### src/rtl/tlp_pkg.sv
// tlp_pkg: shared types and constants for the timer / LED register block.
// No dependencies; used by tlp_led, tlp_timer, timer_led_peripheral_regs and the bench.
package tlp_pkg;

  // Item kinds
  localparam logic [1:0] KIND_TICK  = 2'd0;
  localparam logic [1:0] KIND_WRITE = 2'd1;
  localparam logic [1:0] KIND_READ  = 2'd2;

  // Register map
  localparam logic [3:0] REG_LEDCTL   = 4'd0;
  localparam logic [3:0] REG_LEDSTAT  = 4'd1;
  localparam logic [3:0] REG_LEDDATA  = 4'd2;
  localparam logic [3:0] REG_INTENS   = 4'd3;
  localparam logic [3:0] REG_TCTL     = 4'd4;
  localparam logic [3:0] REG_TSTAT    = 4'd5;
  localparam logic [3:0] REG_COUNT    = 4'd6;
  localparam logic [3:0] REG_COMPARE  = 4'd7;
  localparam logic [3:0] REG_PRESCALE = 4'd8;
  localparam logic [3:0] REG_TINT     = 4'd9;
  localparam logic [3:0] REG_GLOBAL   = 4'd10;

  // Configuration port register indexes
  localparam logic [3:0] CFG_BLINK_PERIOD = 4'd0;
  localparam logic [3:0] CFG_TICK_DIVIDE  = 4'd1;

  // Reset values and limits
  localparam logic [7:0]  BLINK_PERIOD_RST = 8'd5;
  localparam logic [15:0] TICK_DIVIDE_RST  = 16'd10;
  localparam logic [7:0]  BLINK_MAX        = 8'hFF;
  localparam logic [31:0] ALL_ONES         = 32'hFFFF_FFFF;

  // One decoded word as seen by the units
  typedef struct packed {
    logic        tick;
    logic        wr;
    logic        rd;
    logic [3:0]  idx;
    logic [31:0] data;
  } op_t;

endpackage

### src/rtl/tlp_led.sv
// tlp_led: LED control unit (control, status, pattern, level, blink counter).
// Depends on tlp_pkg.
module tlp_led #(
  parameter int LED_WIDTH = 8
) (
  input  logic                 clk,
  input  logic                 rst,
  input  logic                 advance,
  input  tlp_pkg::op_t         op,
  input  logic [7:0]           blink_period,
  output logic [31:0]          rdata,
  output logic [LED_WIDTH-1:0] pattern_next
);

  logic [7:0]           led_control, led_control_next;
  logic                 led_enabled_flag, led_enabled_flag_next;
  logic [LED_WIDTH-1:0] pattern;
  logic [7:0]           led_level, led_level_next;
  logic [7:0]           blink_count, blink_count_next;

  // Compute next state for a tick or a register write
  always_comb begin
    logic [7:0] bc_inc;
    led_control_next      = led_control;
    led_enabled_flag_next = led_enabled_flag;
    pattern_next          = pattern;
    led_level_next        = led_level;
    blink_count_next      = blink_count;
    bc_inc = (blink_count < tlp_pkg::BLINK_MAX) ? blink_count + 8'd1 : blink_count;
    if (op.tick) begin
      if (led_control[0]) begin
        led_enabled_flag_next = 1'b1;
        if (led_control[1]) begin
          // saturate the counter, then invert on reaching the period
          if (bc_inc >= blink_period) begin
            blink_count_next = 8'd0;
            pattern_next     = ~pattern;
          end else begin
            blink_count_next = bc_inc;
          end
        end
      end else begin
        led_enabled_flag_next = 1'b0;
        pattern_next          = '0;
      end
    end else if (op.wr) begin
      case (op.idx)
        tlp_pkg::REG_LEDCTL:  led_control_next      = op.data[7:0];
        tlp_pkg::REG_LEDSTAT: led_enabled_flag_next = op.data[0];
        tlp_pkg::REG_LEDDATA: pattern_next          = op.data[LED_WIDTH-1:0];
        tlp_pkg::REG_INTENS:  led_level_next        = op.data[7:0];
        default: ;
      endcase
    end
  end

  // Read back this unit's registers
  always_comb begin
    rdata = 32'd0;
    if (op.rd) begin
      case (op.idx)
        tlp_pkg::REG_LEDCTL:  rdata = 32'(led_control);
        tlp_pkg::REG_LEDSTAT: rdata = 32'(led_enabled_flag);
        tlp_pkg::REG_LEDDATA: rdata = 32'(pattern);
        tlp_pkg::REG_INTENS:  rdata = 32'(led_level);
        default:              rdata = 32'd0;
      endcase
    end
  end

  // Commit state when the word leaves the input stage
  always_ff @(posedge clk) begin
    if (rst) begin
      led_control      <= 8'd0;
      led_enabled_flag <= 1'b1;
      pattern          <= '0;
      led_level        <= 8'd0;
      blink_count      <= 8'd0;
    end else if (advance) begin
      led_control      <= led_control_next;
      led_enabled_flag <= led_enabled_flag_next;
      pattern          <= pattern_next;
      led_level        <= led_level_next;
      blink_count      <= blink_count_next;
    end
  end

endmodule

### src/rtl/tlp_timer.sv
// tlp_timer: compare-match timer with prescaler, sticky flags and global flags.
// Depends on tlp_pkg.
module tlp_timer (
  input  logic         clk,
  input  logic         rst,
  input  logic         advance,
  input  tlp_pkg::op_t op,
  input  logic [15:0]  tick_divide,
  output logic [31:0]  rdata,
  output logic         irq_next
);

  // timer_flags bits
  localparam int F_ENABLED = 0;
  localparam int F_RUNNING = 1;
  localparam int F_EXPIRED = 2;
  localparam int F_COMPARE = 3;

  logic [7:0]  timer_control, timer_control_next;
  logic [3:0]  timer_flags, timer_flags_next;
  logic [31:0] timer_count, timer_count_next;
  logic [31:0] timer_match, timer_match_next;
  logic [31:0] timer_scale, timer_scale_next;
  logic [2:0]  timer_irq_enable, timer_irq_enable_next;
  logic [15:0] tick_count, tick_count_next;
  logic [7:0]  global_flags, global_flags_next;

  // Compute next state for a tick or a register write
  always_comb begin
    logic [15:0] tick_inc;
    logic [31:0] count_inc;
    timer_control_next    = timer_control;
    timer_flags_next      = timer_flags;
    timer_count_next      = timer_count;
    timer_match_next      = timer_match;
    timer_scale_next      = timer_scale;
    timer_irq_enable_next = timer_irq_enable;
    tick_count_next       = tick_count;
    global_flags_next     = global_flags;
    tick_inc  = tick_count + 16'd1;
    count_inc = timer_count + 32'd1;
    if (op.tick) begin
      if (timer_control[0]) begin
        // keep the sticky flags, mark enabled and running
        timer_flags_next[F_ENABLED] = 1'b1;
        timer_flags_next[F_RUNNING] = 1'b1;
        if (tick_inc >= tick_divide) begin
          tick_count_next  = 16'd0;
          timer_count_next = count_inc;
          if (count_inc == timer_match) begin
            timer_flags_next[F_COMPARE] = 1'b1;
            if (timer_irq_enable[0] && timer_irq_enable[2]) global_flags_next[7] = 1'b1;
          end
          if (count_inc == tlp_pkg::ALL_ONES) begin
            timer_flags_next[F_EXPIRED] = 1'b1;
            if (timer_irq_enable[0] && timer_irq_enable[1]) global_flags_next[7] = 1'b1;
            if (timer_control[2]) begin
              timer_count_next = 32'd0;
            end else if (timer_control[1]) begin
              timer_control_next[0]       = 1'b0;
              timer_flags_next[F_RUNNING] = 1'b0;
            end
          end
        end else begin
          tick_count_next = tick_inc;
        end
      end else begin
        timer_flags_next[F_ENABLED] = 1'b0;
        timer_flags_next[F_RUNNING] = 1'b0;
      end
    end else if (op.wr) begin
      case (op.idx)
        tlp_pkg::REG_TCTL:     timer_control_next    = op.data[7:0];
        tlp_pkg::REG_TSTAT:    timer_flags_next      = op.data[3:0];
        tlp_pkg::REG_COUNT:    timer_count_next      = op.data;
        tlp_pkg::REG_COMPARE:  timer_match_next      = op.data;
        tlp_pkg::REG_PRESCALE: timer_scale_next      = op.data;
        tlp_pkg::REG_TINT:     timer_irq_enable_next = op.data[2:0];
        tlp_pkg::REG_GLOBAL:   global_flags_next     = op.data[7:0];
        default: ;
      endcase
    end
  end

  assign irq_next = global_flags_next[7];

  // Read back this unit's registers
  always_comb begin
    rdata = 32'd0;
    if (op.rd) begin
      case (op.idx)
        tlp_pkg::REG_TCTL:     rdata = 32'(timer_control);
        tlp_pkg::REG_TSTAT:    rdata = 32'(timer_flags);
        tlp_pkg::REG_COUNT:    rdata = timer_count;
        tlp_pkg::REG_COMPARE:  rdata = timer_match;
        tlp_pkg::REG_PRESCALE: rdata = timer_scale;
        tlp_pkg::REG_TINT:     rdata = 32'(timer_irq_enable);
        tlp_pkg::REG_GLOBAL:   rdata = 32'(global_flags);
        default:               rdata = 32'd0;
      endcase
    end
  end

  // Commit state when the word leaves the input stage
  always_ff @(posedge clk) begin
    if (rst) begin
      timer_control    <= 8'd0;
      timer_flags      <= 4'd1;
      timer_count      <= 32'd0;
      timer_match      <= 32'd0;
      timer_scale      <= 32'd0;
      timer_irq_enable <= 3'd0;
      tick_count       <= 16'd0;
      global_flags     <= 8'd1;
    end else if (advance) begin
      timer_control    <= timer_control_next;
      timer_flags      <= timer_flags_next;
      timer_count      <= timer_count_next;
      timer_match      <= timer_match_next;
      timer_scale      <= timer_scale_next;
      timer_irq_enable <= timer_irq_enable_next;
      tick_count       <= tick_count_next;
      global_flags     <= global_flags_next;
    end
  end

endmodule

### src/rtl/timer_led_peripheral_regs.sv
// timer_led_peripheral_regs: timer and LED register block, one result word per input word.
// Each result word passes through the input register and then the result register.
// Throughput: one word per cycle; input stalls only while both registers hold a word and
// the result word is not taken. Reset (rst, synchronous): pipeline empty, all registers at
// their documented reset values, blink_period = 5 and tick_divide = 10.
// Depends on tlp_pkg, tlp_led, tlp_timer.
module timer_led_peripheral_regs #(
  parameter int LED_WIDTH = 8
) (
  input  logic        clk,
  input  logic        rst,
  input  logic        in_valid,
  output logic        in_ready,
  input  logic [1:0]  kind,
  input  logic [3:0]  reg_index,
  input  logic [31:0] write_data,
  output logic        out_valid,
  input  logic        out_ready,
  output logic [31:0] read_data,
  output logic        irq_pending,
  output logic [7:0]  led_pattern,
  input  logic        cfg_valid,
  output logic        cfg_ready,
  input  logic [3:0]  cfg_index,
  input  logic [15:0] cfg_data
);

  logic [7:0]  blink_period;
  logic [15:0] tick_divide;

  logic        s1_valid;
  logic [1:0]  s1_kind;
  logic [3:0]  s1_idx;
  logic [31:0] s1_data;
  logic        advance;

  tlp_pkg::op_t         op;
  logic [31:0]          led_rdata, tmr_rdata;
  logic [LED_WIDTH-1:0] pattern_next;
  logic                 irq_next;

  // Configuration writes are always taken
  assign cfg_ready = 1'b1;

  always_ff @(posedge clk) begin
    if (rst) begin
      blink_period <= tlp_pkg::BLINK_PERIOD_RST;
      tick_divide  <= tlp_pkg::TICK_DIVIDE_RST;
    end else if (cfg_valid) begin
      case (cfg_index)
        tlp_pkg::CFG_BLINK_PERIOD: blink_period <= cfg_data[7:0];
        tlp_pkg::CFG_TICK_DIVIDE:  tick_divide  <= cfg_data;
        default: ;
      endcase
    end
  end

  // Pipeline control: input stage moves on when the result register is free
  assign advance  = s1_valid && (!out_valid || out_ready);
  assign in_ready = !s1_valid || advance;

  // Input register
  always_ff @(posedge clk) begin
    if (rst) begin
      s1_valid <= 1'b0;
    end else if (in_ready) begin
      s1_valid <= in_valid;
    end
  end

  always_ff @(posedge clk) begin
    if (in_ready && in_valid) begin
      s1_kind <= kind;
      s1_idx  <= reg_index;
      s1_data <= write_data;
    end
  end

  // Decode the held word
  always_comb begin
    op.tick = (s1_kind == tlp_pkg::KIND_TICK);
    op.wr   = (s1_kind == tlp_pkg::KIND_WRITE);
    op.rd   = (s1_kind == tlp_pkg::KIND_READ);
    op.idx  = s1_idx;
    op.data = s1_data;
  end

  tlp_led #(
    .LED_WIDTH (LED_WIDTH)
  ) u_led (
    .clk          (clk),
    .rst          (rst),
    .advance      (advance),
    .op           (op),
    .blink_period (blink_period),
    .rdata        (led_rdata),
    .pattern_next (pattern_next)
  );

  tlp_timer u_timer (
    .clk         (clk),
    .rst         (rst),
    .advance     (advance),
    .op          (op),
    .tick_divide (tick_divide),
    .rdata       (tmr_rdata),
    .irq_next    (irq_next)
  );

  // Result register
  always_ff @(posedge clk) begin
    if (rst) begin
      out_valid <= 1'b0;
    end else if (advance) begin
      out_valid <= 1'b1;
    end else if (out_ready) begin
      out_valid <= 1'b0;
    end
  end

  always_ff @(posedge clk) begin
    if (advance) begin
      read_data   <= led_rdata | tmr_rdata;
      irq_pending <= irq_next;
      led_pattern <= 8'(32'(pattern_next));
    end
  end

endmodule

### config.mk
export PLATFORM = sky130hd
export DESIGN_NAME = timer_led_peripheral_regs
export DESIGN_NICKNAME = d
export VERILOG_FILES = /design/src/rtl/tlp_pkg.sv /design/src/rtl/tlp_led.sv /design/src/rtl/tlp_timer.sv /design/src/rtl/timer_led_peripheral_regs.sv
export SDC_FILE = /design/constraint.sdc
export NUM_CORES = 1
export LEC_CHECK = 0
export BUFFER_PORTS_ARGS = -buffer_cell sky130_fd_sc_hd__clkbuf_2
export CORE_UTILIZATION = 45
export CTS_BUF_LIST = sky130_fd_sc_hd__clkbuf_4
export DETAILED_ROUTE_END_ITERATION = 8
export SYNTH_ARGS = -nofsm -noshare
export SYNTH_HDL_FRONTEND = slang
export SYNTH_SLANG_ARGS = --single-unit
export TNS_END_PERCENT = 20
### constraint.sdc
create_clock -name clk -period 3.85 [get_ports clk]
set_input_delay 0.77 -clock clk [delete_from_list [all_inputs] [get_ports clk]]
set_output_delay 0.77 -clock clk [all_outputs]
set_load 0.01 [all_outputs]
=== Word level (Yosys, flattened, before mapping) ===
Index checks and enable logic that the tools add are counted.

* Add/subtract/negate cells: 3
* $mul: 0
* Div/mod/pow operators: 0
* $lt $le $gt $ge: 3
* Eq/ne operators: 19
* Shift-type cells: 0
* Multiplexer cells: 51
* Bitwise gates (word level): 3
* Reductions and logical operators: 34

{| class="wikitable"
|+ Operator list
! kind !! number
|-
| $mux 32 || 9
|-
| $pmux 32 s7 || 1
|-
| $mux 8 || 10
|-
| $add 32x1->32 const B || 1
|-
| $eq 32x32->1 || 1
|-
| $eq 32x32->1 const B || 1
|-
| $or 32x32->32 || 1
|-
| $pmux 8 s4 || 1
|-
| $reduce_and 4->1 || 8
|-
| $mux 1 || 22
|-
| $add 16x1->16 const B || 1
|-
| $eq 4x3->1 const B || 4
|-
| $ge 16x16->1 || 1
|-
| $mux 16 || 1
|-
| $eq 4x4->1 const B || 3
|-
| $mux 4 || 3
|-
| $reduce_and 3->1 || 4
|-
| $reduce_and 6->1 || 2
|-
| $reduce_bool 2->1 || 6
|-
| $add 8x1->8 const B || 1
|-
| $eq 4x1->1 const B || 2
|-
| $eq 4x2->1 const B || 2
|-
| $ge 8x8->1 || 1
|-
| $logic_not 4->1 || 2
|-
| other kinds (14) || 25
|}

* Bits in registers: 273
* Bits in latches: 0
* Memory bits (writable): 0
* Memory bits (read-only): 0
* Output and inout port bits: 44
* Word-level logic and storage cells: 140
* Memories: 0

=== Depth between registers and ports, before layout ===
* Depth after elaboration: 8
* Gate-level depth with buffers: 18
* Mapped depth without buffers: 17

=== By module ===
From an unflattened synthesis, not the netlist that was laid out.

* Cell total of the unflattened synthesis: 1702
* Area total of the unflattened synthesis: 14895.5 µm²

{| class="wikitable"
|+ By module, submodules not included
! module !! times used !! cells each !! area an instance (µm²) !! sequential area each (µm²)
|-
| tlp_timer || 1 || 1165 || 8614.5 || 2702.6
|-
| timer_led_peripheral_regs || 1 || 232 || 3772.4 || 2892.8
|-
| tlp_led || 1 || 305 || 2508.7 || 660.6
|}

=== Least setup slack after synthesis ===
No wires, ideal clock.

* Path type: register to register
* Start: reg u_timer.tick_count[0]
* End: reg u_timer.timer_count[18]
* Arrival: 3888 ps
* Data required time: 3776 ps
* Slack: -112 ps
* Cell stages (with the launch flop): 19
* Period minus slack after synthesis: 3962 ps
* Cells stage by stage: dfxtp_1 ha_1 and3_1 and3_1 and3_1 and3_1 nand3_1 xnor2_1 ha_1 a2111o_1 nor2_1 o21ai_0 a221oi_1 a21oi_1 a32oi_1 clkbuf_1 clkbuf_1 nand2_1 a31oi_1

* Longest elaborated chain between the ends: 4

{| class="wikitable"
|+ RTL lines
! item !! RTL line !! RTL
|-
| from (decl) || tlp_timer.sv:25 || <nowiki>logic [15:0] tick_count, tick_count_next;</nowiki>
|-
| from (signal assigned) || tlp_timer.sv:122 || <nowiki>tick_count <= tick_count_next;</nowiki>
|-
| $add 16x1->16 || tlp_timer.sv:40 || <nowiki>tick_inc = tick_count + 16'd1;</nowiki>
|-
| $ge 16x16->1 || tlp_timer.sv:47 || <nowiki>if (tick_inc >= tick_divide) begin</nowiki>
|-
| $ne 2x1->1 (no line) || - ||
|-
| $reduce_and 5->1 (no line) || - ||
|-
| to (signal assigned) || tlp_timer.sv:118 || <nowiki>timer_count <= timer_count_next;</nowiki>
|-
| to (decl) || tlp_timer.sv:21 || <nowiki>logic [31:0] timer_count, timer_count_next;</nowiki>
|}

Every way passes these cells.
A chain may end at the register's enable or synchronous reset.

=== Worst setup path after layout ===
* Start: reg u_timer.tick_count[1]
* End: reg u_timer.timer_count[25]

The elaborated chain is that of the path after synthesis.

==> qor.txt <==
number of port buffers: 105
CP Data Required Time: 4.42 ns
most common cell after layout, fill and taps aside: nand2_1
Die H: 180 um
top cell type by total area after synthesis: dfxtp_1
CTS tree: built
placed cell count: 2125
maximum buffer depth of the clock tree: 3
Area Overhead vs Synth: 18.2%
post-DR vias/cell: 5.96
number of global-route vias before repair: 12700
critical path type: flop to flop
Arrival @ worst endpoint: 4.41 ns
Worst Setup SP: u_timer.tick_count[1]$_SDFFE_PP0P_
Peak VDD IR: 0.265 mV
# DRC: 1
post-synth top area share: 27.1%
crit end category: flop
Overflow after GRT: 0
gr usage total: 26.5%
Leakage: 5.95 nW
Ys Warns: 0
CTS H-Tree Depth: 3
CTS clk-pin slew, worst paths: 0.06 ns
TritonRoute pass-1 iters: 9
final WL: 44.1 mm
starting density of the core: 46.3%
Die X: 180 um
Mapped Cells: 1664
DRT antenna net count: 0
die outline area: 32500 um2
outcome: finished with violations
number of setup violations in the final report: 0
Root Driver: clkbuf_4
slew margin rel.: 14.7%
fin crit share: 99.7%
clk_lat worst skew: 0.76 ns
RSZ-0062 raised after global routing: true
#FFs+latches synth: 273
top_reg_cell synth: dfxtp_1
Placer Congestion: 0.947
critical path peak fanout: 5
CTS sink count: 273
net count after synthesis: 1755
Post-Syn Area: 14300 um2
number of fill cells: 2869
nature of the critical path startpoint: flop
Via Count: 13600
fraction of layout cells with a size suffix above 1: 22.0%
Cell Pwr Density: 363 nW/um2
first-pass GRT wire length: 69.0 mm
maxcap violations: 0
min-delay src: write_data[0]
area of the core: 30900 um2
Slew @ Worst Pin: 1.26 ns
Inserted Clock Buffers: 77
synth top area cells: dfxtp_1 (27%), edfxtp_1 (17%), nand2_1 (7.9%)
Distinct cells, synth: 83
Hold Vio Cnt, Final: 0
worst hold path class: primary input to flop
routed len/inst: 19.4 um
Final nets: 1906
Final Non-Filler Cells: 2276
number of I/O pins: 107
Min Clock Period, post-route: 3.84 ns
DP Worst Slack: -0.0525 ns
antenna violations before repair: 2
leading cell types in the layout, fill and taps excluded: nand2_1 (303), dfxtp_1 (192), a21oi_1 (159), clkbuf_4 (120), clkbuf_2 (104)
FMAX: 261 MHz
DR iter-0 viols: 1158
Seq/Total Area, Yosys: 43.7%
final worst setup slack: 0.0128 ns
Std-Cell Rows: 64
Clock Skew: 0.0524 ns
FFs w/ async S/R, synth: 0%
FF-to-FF Start: u_timer.tick_count[1]$_SDFFE_PP0P_
largest net degree at the start of global routing: 140
failing checks: DRC
number of synthesized flops with an enable pin: 79
syn avg cell area: 8.60 um2
post-detail-place hpwl: 29.9 mm
max-slew violations: 0
[logic make-up after synthesis]
kind of cell | Yosys count | synth area share [%]
flip-flops | 273 | 43.7
other | 1 | 0.0262
multiplexers | 17 | 1.32
AND/OR/NAND/NOR | 707 | 23.8
XOR/XNOR | 66 | 4.04
adder cells (fa/ha/maj) | 28 | 2.45
AO/OA/AOI/OAI | 392 | 19.5
buffers and inverters | 180 | 5.15
[final timing paths]
check                                               to  slack, ns  cells past startpoint
setup / recovery  u_timer.timer_count[25]$_SDFFE_PP0P_       0.01                     19
hold / removal                    s1_data[0]$_DFFE_PP_       0.18                      1
setup reg to reg  u_timer.timer_count[25]$_SDFFE_PP0P_       0.01                     19
hold reg to reg           tick_divide[15]$_SDFFE_PP0P_       0.45                      2
[area by class of cell]
type	instances	area [um2]	area share [%]
multi-input cells	1211	7480	44.2
inverters	40	150	0.887
repair buffers	212	1480	8.77
well taps	396	495	2.93
clock buffers	120	901	5.32
diodes	2	5.00	0.0296
flip-flops and latches	273	6260	37.0
clock inverters	22	148	0.872
[through the flow]
stage          hold WS (ns)  cell area, um2  util, %  total power, W  setup TNS, ns
6_report              0.184           16900     54.8         0.00615              0
3_3_place_gp          0.435           15600     50.5         0.00339        -0.0153
5_1_grt               0.122           16900     54.8         0.00641          -3.51
3_5_place_dp          0.447           15600     50.5         0.00339         -0.317
4_1_cts               0.125           16700     53.9         0.00622              0
2_1_floorplan         0.428           14300        -         0.00326         -0.602
[per-layer routing]
layer	up-vias	GRT usage (%)	share of wire [%]
met5	-	0	0
met4	0	9.33	2.4
met3	81	5.90	7.8
met2	584	40.1	45
met1	6451	36.9	45
li1	6440	-	-
[state kept, by name, summed over array words and instances, names as in the netlist, 2 cells and up]
name and cells:
u_timer.timer_control 8, u_led.led_level 8, led_pattern 8, blink_period 8, u_led.blink_count 8, s1_kind 2
u_timer.timer_match 32, s1_idx 4, tick_divide 16, u_timer.timer_scale 32, s1_data 32, read_data 32
u_timer.timer_flags 4, u_led.pattern 8, u_led.led_control 8, u_timer.tick_count 16, u_timer.timer_count 32, u_timer.timer_irq_enable 3
u_timer.global_flags 8
[worst max-delay path: stages, from the launching register on]
cell and delay, ns:
dfxtp_2 0.35, ha_4 0.14, and3_4 0.18, and3_4 0.19
and3_4 0.18, and3_4 0.20, nand3_4 0.08, xnor2_2 0.16
ha_1 0.31, a2111o_1 0.38, nor2_1 0.11, o21ai_1 0.08
a221oi_2 0.25, a21oi_4 0.14, a32oi_4 0.30, buf_12 0.18
clkbuf_16 0.14, nor4_2 0.04, a41oi_2 0.19, a31oi_1 0.10
[Yosys cell counts, types with 7 or more instances]
| cell type | count |
|---|---|
| and3_1 | 23 |
| nor4_1 | 48 |
| and4_1 | 7 |
| nor2_1 | 94 |
| nor2b_1 | 9 |
| a31oi_1 | 32 |
| ha_1 | 28 |
| buf_1 | 11 |
| dfxtp_1 | 194 |
| o221ai_1 | 9 |
| nand2b_1 | 21 |
| xor2_1 | 33 |
| o22ai_1 | 8 |
| a41oi_2 | 23 |
| nand3b_1 | 18 |
| xnor2_1 | 33 |
| a21oi_1 | 160 |
| a22oi_1 | 15 |
| clkbuf_1 | 108 |
| a221o_1 | 7 |
| a21o_1 | 10 |
| edfxtp_1 | 79 |
| mux2i_1 | 11 |
| buf_2 | 12 |
| a222oi_1 | 31 |
| or3_1 | 8 |
| inv_1 | 40 |
| nand3_1 | 94 |
| nand2_1 | 303 |
| nand4_1 | 19 |
| nor3_1 | 30 |
| o21ai_0 | 36 |
[repair_timing]
| action | in CTS | in global routing |
|---|---|---|
| endpoints found under the setup margin | 11 | 55 |
| cloned | 0 | 4 |
| buffers inserted | 0 | 3 |
| gates resized for setup | 1 | 25 |
| hold buffers | 0 | 0 |
| hold endpoints to repair | 0 | 0 |
| pin swaps | 1 | 17 |
[power by group]
| group | internal [W] | leakage (nW) | switching, W | total [W] |
|---|---|---|---|---|
| Sequential | 0.00301 | 2.33 | 0.0000617 | 0.00307 |
| Combinational | 0.0000828 | 3.00 | 0.000181 | 0.000263 |
| Clock | 0.00156 | 0.615 | 0.00126 | 0.00281 |
| Total | 0.00465 | 5.95 | 0.00150 | 0.00615 |
No activity file was read; power rests on OpenSTA's default activity.
